[config.mk]
export PLATFORM = sky130hd
export DESIGN_NAME = bytebeat_sample_generator
export DESIGN_NICKNAME = d
export VERILOG_FILES = /design/src/rtl/bsg_pkg.sv /design/src/rtl/bytebeat_sample_generator.sv /design/src/rtl/bsg_alu.sv /design/src/rtl/bsg_engine.sv
export SDC_FILE = /design/constraint.sdc
export NUM_CORES = 2
export LEC_CHECK = 0
export BUFFER_PORTS_ARGS = -buffer_cell sky130_fd_sc_hd__buf_2
export CORE_UTILIZATION = 51
export DETAILED_ROUTE_END_ITERATION = 6
export PLACE_DENSITY = 0.66
export SYNTH_ARGS = -nofsm -noshare
export SYNTH_HDL_FRONTEND = slang
export SYNTH_SLANG_ARGS = --single-unit
export TNS_END_PERCENT = 10
[constraint.sdc]
create_clock -name clk -period 8.5 [get_ports clk]
set_input_delay 0.425 -clock clk [delete_from_list [all_inputs] [get_ports clk]]
set_output_delay 0.425 -clock clk [all_outputs]
set_load 0.01 [all_outputs]
[src/rtl/bsg_pkg.sv]
// Shared types, codes and the per-song formula microcode for the sample generator.
package bsg_pkg;

  typedef enum logic [3:0] {
    OP_ADD, OP_SUB, OP_MUL, OP_AND, OP_OR, OP_XOR, OP_SHR, OP_DIV, OP_MOD, OP_DIV5, OP_END
  } op_t;

  typedef enum logic [1:0] {
    ENG_IDLE, ENG_FETCH, ENG_EXEC, ENG_WAIT
  } eng_state_t;

  // operand sources
  localparam logic [2:0] SRC_T   = 3'd0;
  localparam logic [2:0] SRC_A   = 3'd1;
  localparam logic [2:0] SRC_B   = 3'd2;
  localparam logic [2:0] SRC_IMM = 3'd3;
  localparam logic [2:0] SRC_R3  = 3'd4;
  localparam logic [2:0] SRC_R4  = 3'd5;
  localparam logic [2:0] SRC_R5  = 3'd6;

  // scratch destinations
  localparam logic [1:0] D_R3 = 2'd0;
  localparam logic [1:0] D_R4 = 2'd1;
  localparam logic [1:0] D_R5 = 2'd2;

  localparam logic [3:0] SONG_LAST = 4'd9;

  localparam logic [1:0] REG_GAP_MIN = 2'd0;
  localparam logic [1:0] REG_GAP_MAX = 2'd1;
  localparam logic [1:0] REG_TIMEOUT = 2'd2;
  localparam logic [1:0] REG_HOLD    = 2'd3;

  typedef struct packed {
    op_t         op;
    logic [1:0]  dst;
    logic [2:0]  sa;
    logic [2:0]  sb;
    logic [31:0] imm;
  } instr_t;

  typedef struct packed {
    logic start;
    op_t  op;
  } alu_req_t;

  function automatic instr_t ins(input op_t op, input logic [1:0] dst,
                                 input logic [2:0] sa, input logic [2:0] sb,
                                 input logic [31:0] imm);
    instr_t i;
    i.op  = op;
    i.dst = dst;
    i.sa  = sa;
    i.sb  = sb;
    i.imm = imm;
    return i;
  endfunction

  function automatic instr_t prog(input logic [3:0] song, input logic [4:0] pc);
    instr_t p;
    p = ins(OP_END, D_R3, SRC_T, SRC_T, 32'd0);
    case (song)
      4'd0: begin
        case (pc)
          5'd0:  p = ins(OP_DIV5, D_R3, SRC_A,   SRC_IMM, 32'd5);
          5'd1:  p = ins(OP_ADD, D_R3, SRC_R3,  SRC_IMM, 32'd5);
          5'd2:  p = ins(OP_MUL, D_R3, SRC_T,   SRC_R3,  32'd0);
          5'd3:  p = ins(OP_SHR, D_R4, SRC_T,   SRC_IMM, 32'd7);
          5'd4:  p = ins(OP_AND, D_R3, SRC_R3,  SRC_R4,  32'd0);
          5'd5:  p = ins(OP_DIV5, D_R4, SRC_B,   SRC_IMM, 32'd5);
          5'd6:  p = ins(OP_SUB, D_R4, SRC_IMM, SRC_R4,  32'd10);
          5'd7:  p = ins(OP_SHR, D_R4, SRC_T,   SRC_R4,  32'd0);
          5'd8:  p = ins(OP_MUL, D_R5, SRC_T,   SRC_IMM, 32'd3);
          5'd9:  p = ins(OP_AND, D_R4, SRC_R4,  SRC_R5,  32'd0);
          5'd10: p = ins(OP_OR,  D_R3, SRC_R3,  SRC_R4,  32'd0);
          default: ;
        endcase
      end
      4'd1: begin
        case (pc)
          5'd0:  p = ins(OP_SHR, D_R3, SRC_A,  SRC_IMM, 32'd1);
          5'd1:  p = ins(OP_ADD, D_R3, SRC_R3, SRC_IMM, 32'd9);
          5'd2:  p = ins(OP_SHR, D_R3, SRC_T,  SRC_R3,  32'd0);
          5'd3:  p = ins(OP_OR,  D_R3, SRC_R3, SRC_T,   32'd0);
          5'd4:  p = ins(OP_SHR, D_R4, SRC_T,  SRC_IMM, 32'd7);
          5'd5:  p = ins(OP_OR,  D_R3, SRC_R3, SRC_R4,  32'd0);
          5'd6:  p = ins(OP_MUL, D_R3, SRC_R3, SRC_T,   32'd0);
          5'd7:  p = ins(OP_SHR, D_R4, SRC_B,  SRC_IMM, 32'd1);
          5'd8:  p = ins(OP_ADD, D_R4, SRC_R4, SRC_IMM, 32'd11);
          5'd9:  p = ins(OP_SHR, D_R4, SRC_T,  SRC_R4,  32'd0);
          5'd10: p = ins(OP_SHR, D_R5, SRC_T,  SRC_IMM, 32'd9);
          5'd11: p = ins(OP_OR,  D_R4, SRC_R4, SRC_R5,  32'd0);
          5'd12: p = ins(OP_AND, D_R3, SRC_R3, SRC_R4,  32'd0);
          default: ;
        endcase
      end
      4'd2: begin
        case (pc)
          5'd0:  p = ins(OP_MUL, D_R3, SRC_T,   SRC_IMM, 32'd9);
          5'd1:  p = ins(OP_SHR, D_R4, SRC_T,   SRC_IMM, 32'd4);
          5'd2:  p = ins(OP_AND, D_R3, SRC_R3,  SRC_R4,  32'd0);
          5'd3:  p = ins(OP_SHR, D_R4, SRC_A,   SRC_IMM, 32'd1);
          5'd4:  p = ins(OP_ADD, D_R4, SRC_R4,  SRC_IMM, 32'd7);
          5'd5:  p = ins(OP_SHR, D_R4, SRC_T,   SRC_R4,  32'd0);
          5'd6:  p = ins(OP_MUL, D_R5, SRC_T,   SRC_IMM, 32'd5);
          5'd7:  p = ins(OP_AND, D_R4, SRC_R4,  SRC_R5,  32'd0);
          5'd8:  p = ins(OP_OR,  D_R3, SRC_R3,  SRC_R4,  32'd0);
          5'd9:  p = ins(OP_SHR, D_R4, SRC_B,   SRC_IMM, 32'd1);
          5'd10: p = ins(OP_SUB, D_R4, SRC_IMM, SRC_R4,  32'd1024);
          5'd11: p = ins(OP_DIV, D_R4, SRC_T,   SRC_R4,  32'd0);
          5'd12: p = ins(OP_MUL, D_R5, SRC_T,   SRC_IMM, 32'd3);
          5'd13: p = ins(OP_AND, D_R4, SRC_R4,  SRC_R5,  32'd0);
          5'd14: p = ins(OP_OR,  D_R3, SRC_R3,  SRC_R4,  32'd0);
          5'd15: p = ins(OP_SUB, D_R3, SRC_R3,  SRC_IMM, 32'd1);
          default: ;
        endcase
      end
      4'd3: begin
        case (pc)
          5'd0:  p = ins(OP_SHR, D_R3, SRC_A,   SRC_IMM, 32'd1);
          5'd1:  p = ins(OP_SUB, D_R3, SRC_IMM, SRC_R3,  32'd16);
          5'd2:  p = ins(OP_SHR, D_R3, SRC_T,   SRC_R3,  32'd0);
          5'd3:  p = ins(OP_SHR, D_R3, SRC_T,   SRC_R3,  32'd0);
          5'd4:  p = ins(OP_OR,  D_R3, SRC_R3,  SRC_T,   32'd0);
          5'd5:  p = ins(OP_SHR, D_R4, SRC_T,   SRC_IMM, 32'd6);
          5'd6:  p = ins(OP_OR,  D_R3, SRC_R3,  SRC_R4,  32'd0);
          5'd7:  p = ins(OP_MUL, D_R3, SRC_R3,  SRC_IMM, 32'd10);
          5'd8:  p = ins(OP_SHR, D_R4, SRC_B,   SRC_IMM, 32'd1);
          5'd9:  p = ins(OP_ADD, D_R4, SRC_R4,  SRC_IMM, 32'd7);
          5'd10: p = ins(OP_SHR, D_R5, SRC_T,   SRC_IMM, 32'd11);
          5'd11: p = ins(OP_AND, D_R4, SRC_R4,  SRC_R5,  32'd0);
          5'd12: p = ins(OP_ADD, D_R3, SRC_R3,  SRC_R4,  32'd0);
          default: ;
        endcase
      end
      4'd4: begin
        case (pc)
          5'd0:  p = ins(OP_SHR, D_R3, SRC_B,   SRC_IMM, 32'd1);
          5'd1:  p = ins(OP_SUB, D_R3, SRC_IMM, SRC_R3,  32'd11);
          5'd2:  p = ins(OP_SHR, D_R3, SRC_T,   SRC_R3,  32'd0);
          5'd3:  p = ins(OP_SHR, D_R4, SRC_T,   SRC_IMM, 32'd8);
          5'd4:  p = ins(OP_AND, D_R3, SRC_R3,  SRC_R4,  32'd0);
          5'd5:  p = ins(OP_SUB, D_R4, SRC_IMM, SRC_A,   32'd123);
          5'd6:  p = ins(OP_AND, D_R3, SRC_R3,  SRC_R4,  32'd0);
          5'd7:  p = ins(OP_SHR, D_R4, SRC_T,   SRC_IMM, 32'd3);
          5'd8:  p = ins(OP_AND, D_R3, SRC_R3,  SRC_R4,  32'd0);
          5'd9:  p = ins(OP_MUL, D_R3, SRC_R3,  SRC_T,   32'd0);
          default: ;
        endcase
      end
      4'd5: begin
        case (pc)
          5'd0:  p = ins(OP_SHR, D_R3, SRC_T,   SRC_IMM, 32'd15);
          5'd1:  p = ins(OP_OR,  D_R3, SRC_R3,  SRC_IMM, 32'd1);
          5'd2:  p = ins(OP_ADD, D_R3, SRC_R3,  SRC_T,   32'd0);
          5'd3:  p = ins(OP_XOR, D_R3, SRC_R3,  SRC_T,   32'd0);
          5'd4:  p = ins(OP_SHR, D_R4, SRC_A,   SRC_IMM, 32'd1);
          5'd5:  p = ins(OP_SUB, D_R4, SRC_IMM, SRC_R4,  32'd1280);
          5'd6:  p = ins(OP_SUB, D_R4, SRC_T,   SRC_R4,  32'd0);
          5'd7:  p = ins(OP_XOR, D_R4, SRC_R4,  SRC_T,   32'd0);
          5'd8:  p = ins(OP_DIV5, D_R5, SRC_B,   SRC_IMM, 32'd5);
          5'd9:  p = ins(OP_SUB, D_R5, SRC_IMM, SRC_R5,  32'd10);
          5'd10: p = ins(OP_SHR, D_R4, SRC_R4,  SRC_R5,  32'd0);
          5'd11: p = ins(OP_XOR, D_R3, SRC_R3,  SRC_R4,  32'd0);
          5'd12: p = ins(OP_MUL, D_R3, SRC_R3,  SRC_T,   32'd0);
          default: ;
        endcase
      end
      4'd6: begin
        case (pc)
          5'd0: p = ins(OP_SHR, D_R3, SRC_T,  SRC_IMM, 32'd8);
          5'd1: p = ins(OP_AND, D_R3, SRC_R3, SRC_B,   32'd0);
          5'd2: p = ins(OP_SHR, D_R4, SRC_T,  SRC_IMM, 32'd4);
          5'd3: p = ins(OP_AND, D_R3, SRC_R3, SRC_R4,  32'd0);
          5'd4: p = ins(OP_MUL, D_R3, SRC_R3, SRC_T,   32'd0);
          default: ;
        endcase
      end
      4'd7: begin
        case (pc)
          5'd0:  p = ins(OP_SHR, D_R3, SRC_A,   SRC_IMM, 32'd1);
          5'd1:  p = ins(OP_ADD, D_R3, SRC_R3,  SRC_IMM, 32'd12);
          5'd2:  p = ins(OP_SHR, D_R3, SRC_T,   SRC_R3,  32'd0);
          5'd3:  p = ins(OP_AND, D_R3, SRC_R3,  SRC_T,   32'd0);
          5'd4:  p = ins(OP_SHR, D_R4, SRC_B,   SRC_IMM, 32'd1);
          5'd5:  p = ins(OP_SUB, D_R4, SRC_IMM, SRC_R4,  32'd8);
          5'd6:  p = ins(OP_SHR, D_R4, SRC_T,   SRC_R4,  32'd0);
          5'd7:  p = ins(OP_SHR, D_R5, SRC_T,   SRC_IMM, 32'd4);
          5'd8:  p = ins(OP_OR,  D_R4, SRC_R4,  SRC_R5,  32'd0);
          5'd9:  p = ins(OP_MUL, D_R3, SRC_R3,  SRC_R4,  32'd0);
          5'd10: p = ins(OP_SHR, D_R4, SRC_T,   SRC_IMM, 32'd6);
          5'd11: p = ins(OP_XOR, D_R3, SRC_R3,  SRC_R4,  32'd0);
          default: ;
        endcase
      end
      4'd8: begin
        case (pc)
          5'd0: p = ins(OP_SHR, D_R3, SRC_T,  SRC_IMM, 32'd9);
          5'd1: p = ins(OP_SHR, D_R4, SRC_A,  SRC_IMM, 32'd1);
          5'd2: p = ins(OP_ADD, D_R4, SRC_R4, SRC_IMM, 32'd1);
          5'd3: p = ins(OP_SUB, D_R4, SRC_R3, SRC_R4,  32'd0);
          5'd4: p = ins(OP_XOR, D_R3, SRC_R3, SRC_R4,  32'd0);
          5'd5: p = ins(OP_XOR, D_R3, SRC_R3, SRC_IMM, 32'd1);
          5'd6: p = ins(OP_SHR, D_R4, SRC_B,  SRC_IMM, 32'd1);
          5'd7: p = ins(OP_ADD, D_R4, SRC_R4, SRC_IMM, 32'd13);
          5'd8: p = ins(OP_MOD, D_R3, SRC_R3, SRC_R4,  32'd0);
          5'd9: p = ins(OP_MUL, D_R3, SRC_R3, SRC_T,   32'd0);
          default: ;
        endcase
      end
      4'd9: begin
        case (pc)
          5'd0:  p = ins(OP_SHR, D_R3, SRC_A,   SRC_IMM, 32'd1);
          5'd1:  p = ins(OP_ADD, D_R3, SRC_R3,  SRC_IMM, 32'd12);
          5'd2:  p = ins(OP_SHR, D_R3, SRC_T,   SRC_R3,  32'd0);
          5'd3:  p = ins(OP_SHR, D_R4, SRC_T,   SRC_IMM, 32'd8);
          5'd4:  p = ins(OP_OR,  D_R3, SRC_R3,  SRC_R4,  32'd0);
          5'd5:  p = ins(OP_SHR, D_R4, SRC_B,   SRC_IMM, 32'd1);
          5'd6:  p = ins(OP_SUB, D_R4, SRC_IMM, SRC_R4,  32'd63);
          5'd7:  p = ins(OP_AND, D_R3, SRC_R3,  SRC_R4,  32'd0);
          5'd8:  p = ins(OP_SHR, D_R4, SRC_T,   SRC_IMM, 32'd4);
          5'd9:  p = ins(OP_AND, D_R3, SRC_R3,  SRC_R4,  32'd0);
          5'd10: p = ins(OP_MUL, D_R3, SRC_R3,  SRC_T,   32'd0);
          default: ;
        endcase
      end
      default: ;
    endcase
    return p;
  endfunction

endpackage

[src/rtl/bytebeat_sample_generator.sv]
// Top level: tick handshake, button and time-loop state, result register.
//
//  channel  dir  handshake          payload
//  s_*      in   s_tvalid/s_tready  tdata: btn_next_level, btn_prev_level, knob_a, knob_b
//  m_*      out  m_tvalid/m_tready  tdata: sample, song_index
//  cfg_*    in   cfg_valid/cfg_ready cfg_index, cfg_data (16 bits)
//
// The time a tick takes is set by the song's microcode length on the shared unit,
// plus a bit-serial divider run for each divide or modulo, and the start and hand-off.
// Button, loop and time state update in the cycle the tick is accepted.
// Reset is synchronous; a finished sample waits in the output register while the
// next tick is taken, and the engine holds its result if that register is still full.
module bytebeat_sample_generator
  import bsg_pkg::*;
#(
  parameter int TIME_BITS = 32
) (
  input  logic        clk,
  input  logic        rst,
  input  logic        s_tvalid,
  output logic        s_tready,
  input  logic [23:0] s_tdata,   // btn_next_level, btn_prev_level, knob_a[7:0], knob_b[7:0]
  output logic        m_tvalid,
  input  logic        m_tready,
  output logic [15:0] m_tdata,   // sample[7:0], song_index[3:0]
  input  logic        cfg_valid,
  output logic        cfg_ready,
  input  logic [7:0]  cfg_index,
  input  logic [15:0] cfg_data
);

  logic [15:0] click_gap_min, click_gap_max, click_timeout, hold_min;
  logic [TIME_BITS-1:0] time_count, time_count_next;
  logic [TIME_BITS-1:0] loop_start, loop_start_next;
  logic [TIME_BITS-1:0] span;
  logic [3:0]  song, song_next;
  logic        prev_level_next, prev_level_prev;
  logic        click_armed, click_armed_next;
  logic [15:0] click_ticks, click_ticks_next;
  logic        looping, looping_next;
  logic [15:0] loop_ticks, loop_ticks_next;
  logic [15:0] loop_length, loop_length_next;
  logic [15:0] hold_ticks, hold_ticks_next;

  logic        now1, now2;
  logic        accept;
  logic        busy;
  logic        res_ready;
  logic [3:0]  song_used;
  logic        eng_done;
  logic [7:0]  eng_sample;
  logic [31:0] t_ext;

  assign now1      = s_tdata[0];
  assign now2      = s_tdata[1];
  assign s_tready  = !busy;
  assign accept    = s_tvalid && s_tready;
  assign cfg_ready = 1'b1;
  assign span      = time_count - loop_start;

  always_comb begin
    t_ext = 32'd0;
    t_ext[TIME_BITS-1:0] = time_count;
  end

  always_comb begin
    time_count_next  = time_count;
    loop_start_next  = loop_start;
    song_next        = song;
    click_armed_next = click_armed;
    click_ticks_next = click_ticks;
    looping_next     = looping;
    loop_ticks_next  = loop_ticks;
    loop_length_next = loop_length;
    hold_ticks_next  = hold_ticks;

    if (prev_level_next != now1 && !now1) begin
      looping_next    = 1'b0;
      loop_start_next = time_count;
      if (!click_armed) begin
        click_armed_next = 1'b1;
        click_ticks_next = 16'd0;
      end else if (click_ticks > click_gap_min) begin
        if (click_ticks < click_gap_max)
          song_next = (song < SONG_LAST) ? song + 4'd1 : 4'd0;
        click_armed_next = 1'b0;
        click_ticks_next = 16'd0;
      end
    end else if (prev_level_next != now1 && now1) begin
      loop_length_next = span[15:0];
      if (hold_ticks > hold_min) looping_next = 1'b1;
      hold_ticks_next = 16'd0;
    end else if (!now1) begin
      hold_ticks_next = hold_ticks + 16'd1;
    end

    if (looping_next) begin
      loop_ticks_next = loop_ticks + 16'd1;
      if (loop_ticks_next > loop_length_next) begin
        loop_ticks_next = 16'd0;
        time_count_next = loop_start_next;
      end
    end

    if (prev_level_prev != now2 && now2)
      song_next = (song_next > 4'd0) ? song_next - 4'd1 : SONG_LAST;

    time_count_next = time_count_next + {{(TIME_BITS-1){1'b0}}, 1'b1};

    if (click_armed_next) begin
      click_ticks_next = click_ticks_next + 16'd1;
      if (click_ticks_next > click_timeout) begin
        click_armed_next = 1'b0;
        click_ticks_next = 16'd0;
      end
    end
  end

  always_ff @(posedge clk) begin
    if (rst) begin
      click_gap_min   <= 16'd1000;
      click_gap_max   <= 16'd7350;
      click_timeout   <= 16'd11025;
      hold_min        <= 16'd2756;
      time_count      <= '0;
      loop_start      <= '0;
      song            <= 4'd0;
      prev_level_next <= 1'b1;
      prev_level_prev <= 1'b1;
      click_armed     <= 1'b0;
      click_ticks     <= 16'd0;
      looping         <= 1'b0;
      loop_ticks      <= 16'd0;
      loop_length     <= 16'd0;
      hold_ticks      <= 16'd0;
      busy            <= 1'b0;
      res_ready       <= 1'b0;
      m_tvalid        <= 1'b0;
    end else begin
      if (cfg_valid && cfg_index[7:2] == 6'd0) begin
        unique case (cfg_index[1:0])
          REG_GAP_MIN: click_gap_min <= cfg_data;
          REG_GAP_MAX: click_gap_max <= cfg_data;
          REG_TIMEOUT: click_timeout <= cfg_data;
          REG_HOLD:    hold_min      <= cfg_data;
          default: ;
        endcase
      end
      if (accept) begin
        time_count      <= time_count_next;
        loop_start      <= loop_start_next;
        song            <= song_next;
        prev_level_next <= now1;
        prev_level_prev <= now2;
        click_armed     <= click_armed_next;
        click_ticks     <= click_ticks_next;
        looping         <= looping_next;
        loop_ticks      <= loop_ticks_next;
        loop_length     <= loop_length_next;
        hold_ticks      <= hold_ticks_next;
        busy            <= 1'b1;
      end
      if (eng_done) res_ready <= 1'b1;
      // move the finished sample out once the output register is free
      if (res_ready && (!m_tvalid || m_tready)) begin
        m_tvalid  <= 1'b1;
        res_ready <= 1'b0;
        busy      <= 1'b0;
      end else if (m_tvalid && m_tready) begin
        m_tvalid <= 1'b0;
      end
    end
  end

  always_ff @(posedge clk) begin
    if (accept) song_used <= song;
    if (res_ready && (!m_tvalid || m_tready))
      m_tdata <= {4'd0, song_used, eng_sample};
  end

  bsg_engine u_engine (
    .clk     (clk),
    .rst     (rst),
    .start   (accept),
    .t_in    (t_ext),
    .a_in    (s_tdata[9:2]),
    .b_in    (s_tdata[17:10]),
    .song_in (song),
    .done    (eng_done),
    .sample  (eng_sample)
  );

endmodule

[src/rtl/bsg_alu.sv]
// Shared arithmetic unit: simple ops with a registered result and a bit-serial divider for quotient and remainder.
module bsg_alu
  import bsg_pkg::*;
(
  input  logic        clk,
  input  logic        rst,
  input  alu_req_t    req,
  input  logic [31:0] x,
  input  logic [31:0] y,
  output logic        done,
  output logic [31:0] result
);

  logic        div_busy;
  logic        want_rem;
  logic [4:0]  div_count;
  logic [31:0] quo;
  logic [31:0] rem;
  logic [31:0] divisor;
  logic [32:0] rem_sh;
  logic [32:0] diff;
  logic [31:0] simple;
  logic [15:0] div5_prod;

  assign rem_sh = {rem, quo[31]};
  assign diff   = rem_sh - {1'b0, divisor};
  // divide a knob reading by five: reciprocal 205/1024 is exact over 8 bits
  assign div5_prod = {8'd0, x[7:0]} * 16'd205;

  always_comb begin
    case (req.op)
      OP_ADD:  simple = x + y;
      OP_SUB:  simple = x - y;
      OP_MUL:  simple = x * y;
      OP_AND:  simple = x & y;
      OP_OR:   simple = x | y;
      OP_XOR:  simple = x ^ y;
      // negative or oversize counts give zero
      OP_SHR:  simple = (y[31:5] != 27'd0) ? 32'd0 : (x >> y[4:0]);
      OP_DIV5: simple = {26'd0, div5_prod[15:10]};
      default: simple = 32'd0;
    endcase
  end

  always_ff @(posedge clk) begin
    if (rst) begin
      div_busy  <= 1'b0;
      done      <= 1'b0;
      div_count <= 5'd0;
    end else begin
      done <= 1'b0;
      if (req.start) begin
        if (req.op == OP_DIV || req.op == OP_MOD) begin
          div_busy  <= 1'b1;
          div_count <= 5'd31;
        end else begin
          done <= 1'b1;
        end
      end else if (div_busy) begin
        if (div_count == 5'd0) begin
          div_busy <= 1'b0;
          done     <= 1'b1;
        end
        div_count <= div_count - 5'd1;
      end
    end
  end

  always_ff @(posedge clk) begin
    if (req.start) begin
      result   <= simple;
      quo      <= x;
      rem      <= 32'd0;
      divisor  <= y;
      want_rem <= (req.op == OP_MOD);
    end else if (div_busy) begin
      // restoring step: one quotient bit per cycle
      if (!diff[32]) begin
        rem <= diff[31:0];
        quo <= {quo[30:0], 1'b1};
      end else begin
        rem <= rem_sh[31:0];
        quo <= {quo[30:0], 1'b0};
      end
      if (div_count == 5'd0) begin
        if (want_rem) result <= !diff[32] ? diff[31:0] : rem_sh[31:0];
        else          result <= {quo[30:0], !diff[32]};
      end
    end
  end

endmodule

[src/rtl/bsg_engine.sv]
// Formula sequencer: steps the song's microcode through the shared unit.
module bsg_engine
  import bsg_pkg::*;
(
  input  logic        clk,
  input  logic        rst,
  input  logic        start,
  input  logic [31:0] t_in,
  input  logic [7:0]  a_in,
  input  logic [7:0]  b_in,
  input  logic [3:0]  song_in,
  output logic        done,
  output logic [7:0]  sample
);

  eng_state_t  state;
  eng_state_t  state_next;
  logic [4:0]  pc;
  logic [31:0] t_r;
  logic [7:0]  a_r;
  logic [7:0]  b_r;
  logic [3:0]  song_r;
  instr_t      cur;
  instr_t      held;
  logic [31:0] scratch [3];
  logic [31:0] opx;
  logic [31:0] opy;
  alu_req_t    req;
  logic        alu_done;
  logic [31:0] alu_result;

  assign cur = prog(song_r, pc);

  function automatic logic [31:0] pick(input logic [2:0] src, input logic [31:0] t,
                                       input logic [7:0] a, input logic [7:0] b,
                                       input logic [31:0] imm, input logic [31:0] tmp);
    logic [31:0] v;
    case (src)
      SRC_T:   v = t;
      SRC_A:   v = {24'd0, a};
      SRC_B:   v = {24'd0, b};
      SRC_IMM: v = imm;
      default: v = tmp;
    endcase
    return v;
  endfunction

  always_comb begin
    state_next = state;
    unique case (state)
      ENG_IDLE:  if (start) state_next = ENG_FETCH;
      ENG_FETCH: state_next = (cur.op == OP_END) ? ENG_IDLE : ENG_EXEC;
      ENG_EXEC:  state_next = ENG_WAIT;
      ENG_WAIT:  if (alu_done) state_next = ENG_FETCH;
      default:   state_next = ENG_IDLE;
    endcase
  end

  always_comb begin
    req.start = 1'b0;
    req.op    = held.op;
    done      = 1'b0;
    unique case (state)
      ENG_FETCH: done = (cur.op == OP_END);
      ENG_EXEC:  req.start = 1'b1;
      default: ;
    endcase
  end

  always_ff @(posedge clk) begin
    if (rst) begin
      state <= ENG_IDLE;
      pc    <= 5'd0;
    end else begin
      state <= state_next;
      if (state == ENG_IDLE) pc <= 5'd0;
      else if (state == ENG_WAIT && alu_done) pc <= pc + 5'd1;
    end
  end

  always_ff @(posedge clk) begin
    if (state == ENG_IDLE && start) begin
      t_r    <= t_in;
      a_r    <= a_in;
      b_r    <= b_in;
      song_r <= song_in;
      sample <= 8'd0;
    end
    if (state == ENG_FETCH) begin
      held <= cur;
      opx  <= pick(cur.sa, t_r, a_r, b_r, cur.imm, scratch[cur.sa[1:0]]);
      opy  <= pick(cur.sb, t_r, a_r, b_r, cur.imm, scratch[cur.sb[1:0]]);
    end
    if (state == ENG_WAIT && alu_done) begin
      scratch[held.dst] <= alu_result;
      if (held.dst == D_R3) sample <= alu_result[7:0];
    end
  end

  bsg_alu u_alu (
    .clk    (clk),
    .rst    (rst),
    .req    (req),
    .x      (opx),
    .y      (opy),
    .done   (alu_done),
    .result (alu_result)
  );

endmodule

==> out/summary.md <==
• completed — outcome
• 0 — GRT Residual Overflow
• 8.89 sq um — mean cell area of the mapped netlist
• 8710 ps — arrival time at the worst endpoint
• 6.13 — Via density
• 72 — I/O pin count
• 8.07% — fraction of layout cells with a size suffix above 1
• false — setup repair after global routing missed its margin
• reg -> reg — worst setup path category
• 39.8 ps — final clock skew
• 25.6 microns — post-detailed-route wirelength per cell
• 6951 — Net count, final
• 118 — number of rows created at floorplan
• 104000 sq um — core footprint
• 3 — hold path cells
• 45600 — number of global-route vias before repair
• 60 — number of port buffers
• 6072 — cell count after synthesis
• 1180 ps — slew at the pin closest to its max-slew limit
• 20.9% — slew margin rel.
• 146 mm — detailed-placement wirelength estimate
• 3 — CTS Buffer Depth
• 7 — first drt pass iteration count
• 0 — Setup Viol. Count Final
• 192 mm — wire length reported by the detailed router
• prev_level_prev — Hold Path End
• 190 ps — setup slack, reg-to-reg
• 1.05 — Final Wtd Congestion
• flop — CP startpoint kind
• 286 mm — wire length of the first global-routing pass
• 35.5% — Total GRT Usage
• 9514 — count of filler cells inserted in the layout
• 331 — number of enable flip-flop cells after synthesis
• 4 — initial antenna violation count
• 0 — diode count
• 0 — number of failing hold endpoints at the final stage
• 59 — TritonCTS buffer count
• sky130_fd_sc_hd__clkbuf_16 — master cell of the clock root buffer
• 70 ps — register clock-pin slew on the reported worst setup and hold paths
• 4449 — initial DRC count
• 8900 ps — required time worst endpoint
• 327 microns — die width
• 8310 ps — time the worst path needs with I/O delays and setup
• 73 — maximum number of pins on one net before global-route repair
• 660 ps — insertion delay of the later-clocked pin in the worst-skew pair
• 0 — final slew viol count
• sky130_fd_sc_hd__nand2_1, sky130_fd_sc_hd__nor2_1, sky130_fd_sc_hd__inv_1 — most frequent cells in the layout
• s_tdata[1] — hold_sp
• 588 — number of clock sinks seen by CTS
• 54000 sq um — post-synthesis cell area
• 0 — PostCTS Resize Cnt
• 0 — max-capacitance violation count
• sky130_fd_sc_hd__nand2_1 — most common cell after layout, fill and taps aside
• 45900 — total via count after detailed routing
• 0 — DRC violation count after routing
• 107000 sq um — Die Outline Area
• 0 — Yosys warning count
• 2 — CTS H-Tree Depth
• sky130_fd_sc_hd__edfxtp_1 — Most used DFF post-synth
• 0 ps — setup_tns
• in -> reg — path category of the worst min-delay check
• 105 — Netlist cell types
• 9 — largest fanout on the critical path
• u_engine.opx[15] — R2R Path Start
• 0.120 GHz — achievable clock frequency
• done — clock tree from TritonCTS
• 327 microns — die extent in y
• 588 — post-synthesis sequential element count
• flop — element type at the critical path end
• 28.0% — share of synthesized area occupied by flip-flops and latches
• 27 — Worst R2R Path Depth
• u_engine.u_alu.result[31] — capture instance of the worst register-to-register path
• 51.8% — effective utilization at floorplan
• 0% — Synth async-reset ratio
• 97.8% — fraction of the cycle the final worst path needs
• 8.36% — signed area change from the synthesized netlist to the final layout
• 0 — Detail Route Antenna Nets
==> state kept, by name, summed over array words and instances (netlist names), 32 cells and up <==
| name | count |
|---|---|
| u_engine.u_alu.quo | 32 |
| u_engine.u_alu.rem | 32 |
| u_engine.opx | 32 |
| t_ext | 32 |
| u_engine.opy | 32 |
| loop_start | 32 |
| u_engine.u_alu.divisor | 32 |
| u_engine.t_r | 32 |
| u_engine.scratch | 96 |
| u_engine.u_alu.result | 32 |
==> through the flow <==
stage	instances	worst slack [ps]	cell area (sq um)	utilization, %	hold WS (ps)
finish	7501	187	58500	56.1	25.0
detailed placement	7374	403	56200	53.9	410
floorplan	6075	265	54000	-	400
global placement	7374	409	56200	53.9	405
CTS	7501	407	58500	56.1	4.11
global route	7501	38.8	58500	56.1	15.4
==> synthesized netlist by cell type, drive strengths merged (46+ instances only) <==
cell    instances  area, sq um
a21o           64          480
inv           628         2360
clkbuf        254          953
a22o           51          447
a211oi         72          541
nor2b          54          338
edfxtp        331         9940
a31oi          57          357
mux2           46          526
nor2          662         2490
xor2           72          631
xnor2         167         1460
o211ai         57          428
buf            87          460
fa            422         8450
a21oi         324         1620
o21ai         311         1560
ha            405         5070
nand2         730         2740
nor3           63          337
dfxtp         257         5140
nand3         107          536
mux2i         193         1930
==> worst max-delay path by stage <==
stage / startpoint / end / slack [ps] / cells past startpoint
after floorplan: u_engine.opy[2] / u_engine.u_alu.result[31] / 260 / 30
after global placement: u_engine.opy[2] / u_engine.u_alu.result[31] / 410 / 27
after detailed placement: u_engine.opx[15] / u_engine.u_alu.result[31] / 400 / 27
after CTS: u_engine.opx[15] / u_engine.u_alu.result[31] / 410 / 27
after global routing: u_engine.opx[15] / u_engine.u_alu.result[31] / 40 / 27
final: u_engine.opx[15] / u_engine.u_alu.result[31] / 190 / 27
==> logic make-up (layout without fill, tap and decap cells) <==
family / count (synthesis) / in the layout / synth area share (%)
AO/OA/AOI/OAI: 1278 / 1278 / 15.4
XOR/XNOR: 239 / 239 / 3.88
adder cells (fa/ha/maj): 827 / 827 / 25.0
buffers and inverters: 985 / 1031 / 7.10
flip-flops: 588 / 588 / 28.0
multiplexers: 251 / 251 / 5.06
other: 2 / 5 / 0.0139
AND/OR/NAND/NOR: 1902 / 1902 / 15.6
==> cell type report <==
cell class                 instances  area (sq um)  share of cell area (%)
clock buffer                      79          1700                    2.90
clock inverter                    32           385                   0.659
inverter                         644          2420                    4.13
multi-input combinational       4502         35200                    60.2
tap                             1380          1730                    2.95
timing repair buffer             276          1960                    3.36
sequential                       588         15100                    25.8
==> per-layer routing <==
layer	global-route usage (%)	part of all wire, %	up-vias
met4	19.8	6.6	6
met1	44.7	40	22500
met2	58.4	46	2078
met3	5.34	7.7	501
met5	0	0.015	-
li1	-	-	20800
==> timing repair <==
action                                 4_1_cts  5_1_grt
endpoints found under the hold margin       16        0
setup buffers                                0        0
hold buffers                                16        0
==> worst max-delay path: stages (launching register included) <==
cell and delay, ps:
sky130_fd_sc_hd__edfxtp_1 390, sky130_fd_sc_hd__clkinv_1 360, sky130_fd_sc_hd__nor2_1 260, sky130_fd_sc_hd__fa_1 450, sky130_fd_sc_hd__inv_1 80, sky130_fd_sc_hd__fa_1 430, sky130_fd_sc_hd__fa_1 500, sky130_fd_sc_hd__fa_1 550
sky130_fd_sc_hd__inv_1 50, sky130_fd_sc_hd__fa_1 490, sky130_fd_sc_hd__inv_1 50, sky130_fd_sc_hd__fa_1 520, sky130_fd_sc_hd__inv_1 50, sky130_fd_sc_hd__fa_1 390, sky130_fd_sc_hd__fa_1 470, sky130_fd_sc_hd__ha_1 360
sky130_fd_sc_hd__a21o_1 240, sky130_fd_sc_hd__o21bai_1 180, sky130_fd_sc_hd__a21o_1 200, sky130_fd_sc_hd__a211oi_1 540, sky130_fd_sc_hd__a211oi_1 170, sky130_fd_sc_hd__buf_4 190, sky130_fd_sc_hd__o211ai_1 230, sky130_fd_sc_hd__a21oi_1 120
sky130_fd_sc_hd__xnor2_1 180, sky130_fd_sc_hd__a21oi_1 280, sky130_fd_sc_hd__o221a_2 230, sky130_fd_sc_hd__o21ai_0 70
Power is left out: the tool's default activity adds up to more than one toggle a clock period on the data nets, which glitch-free logic cannot reach.
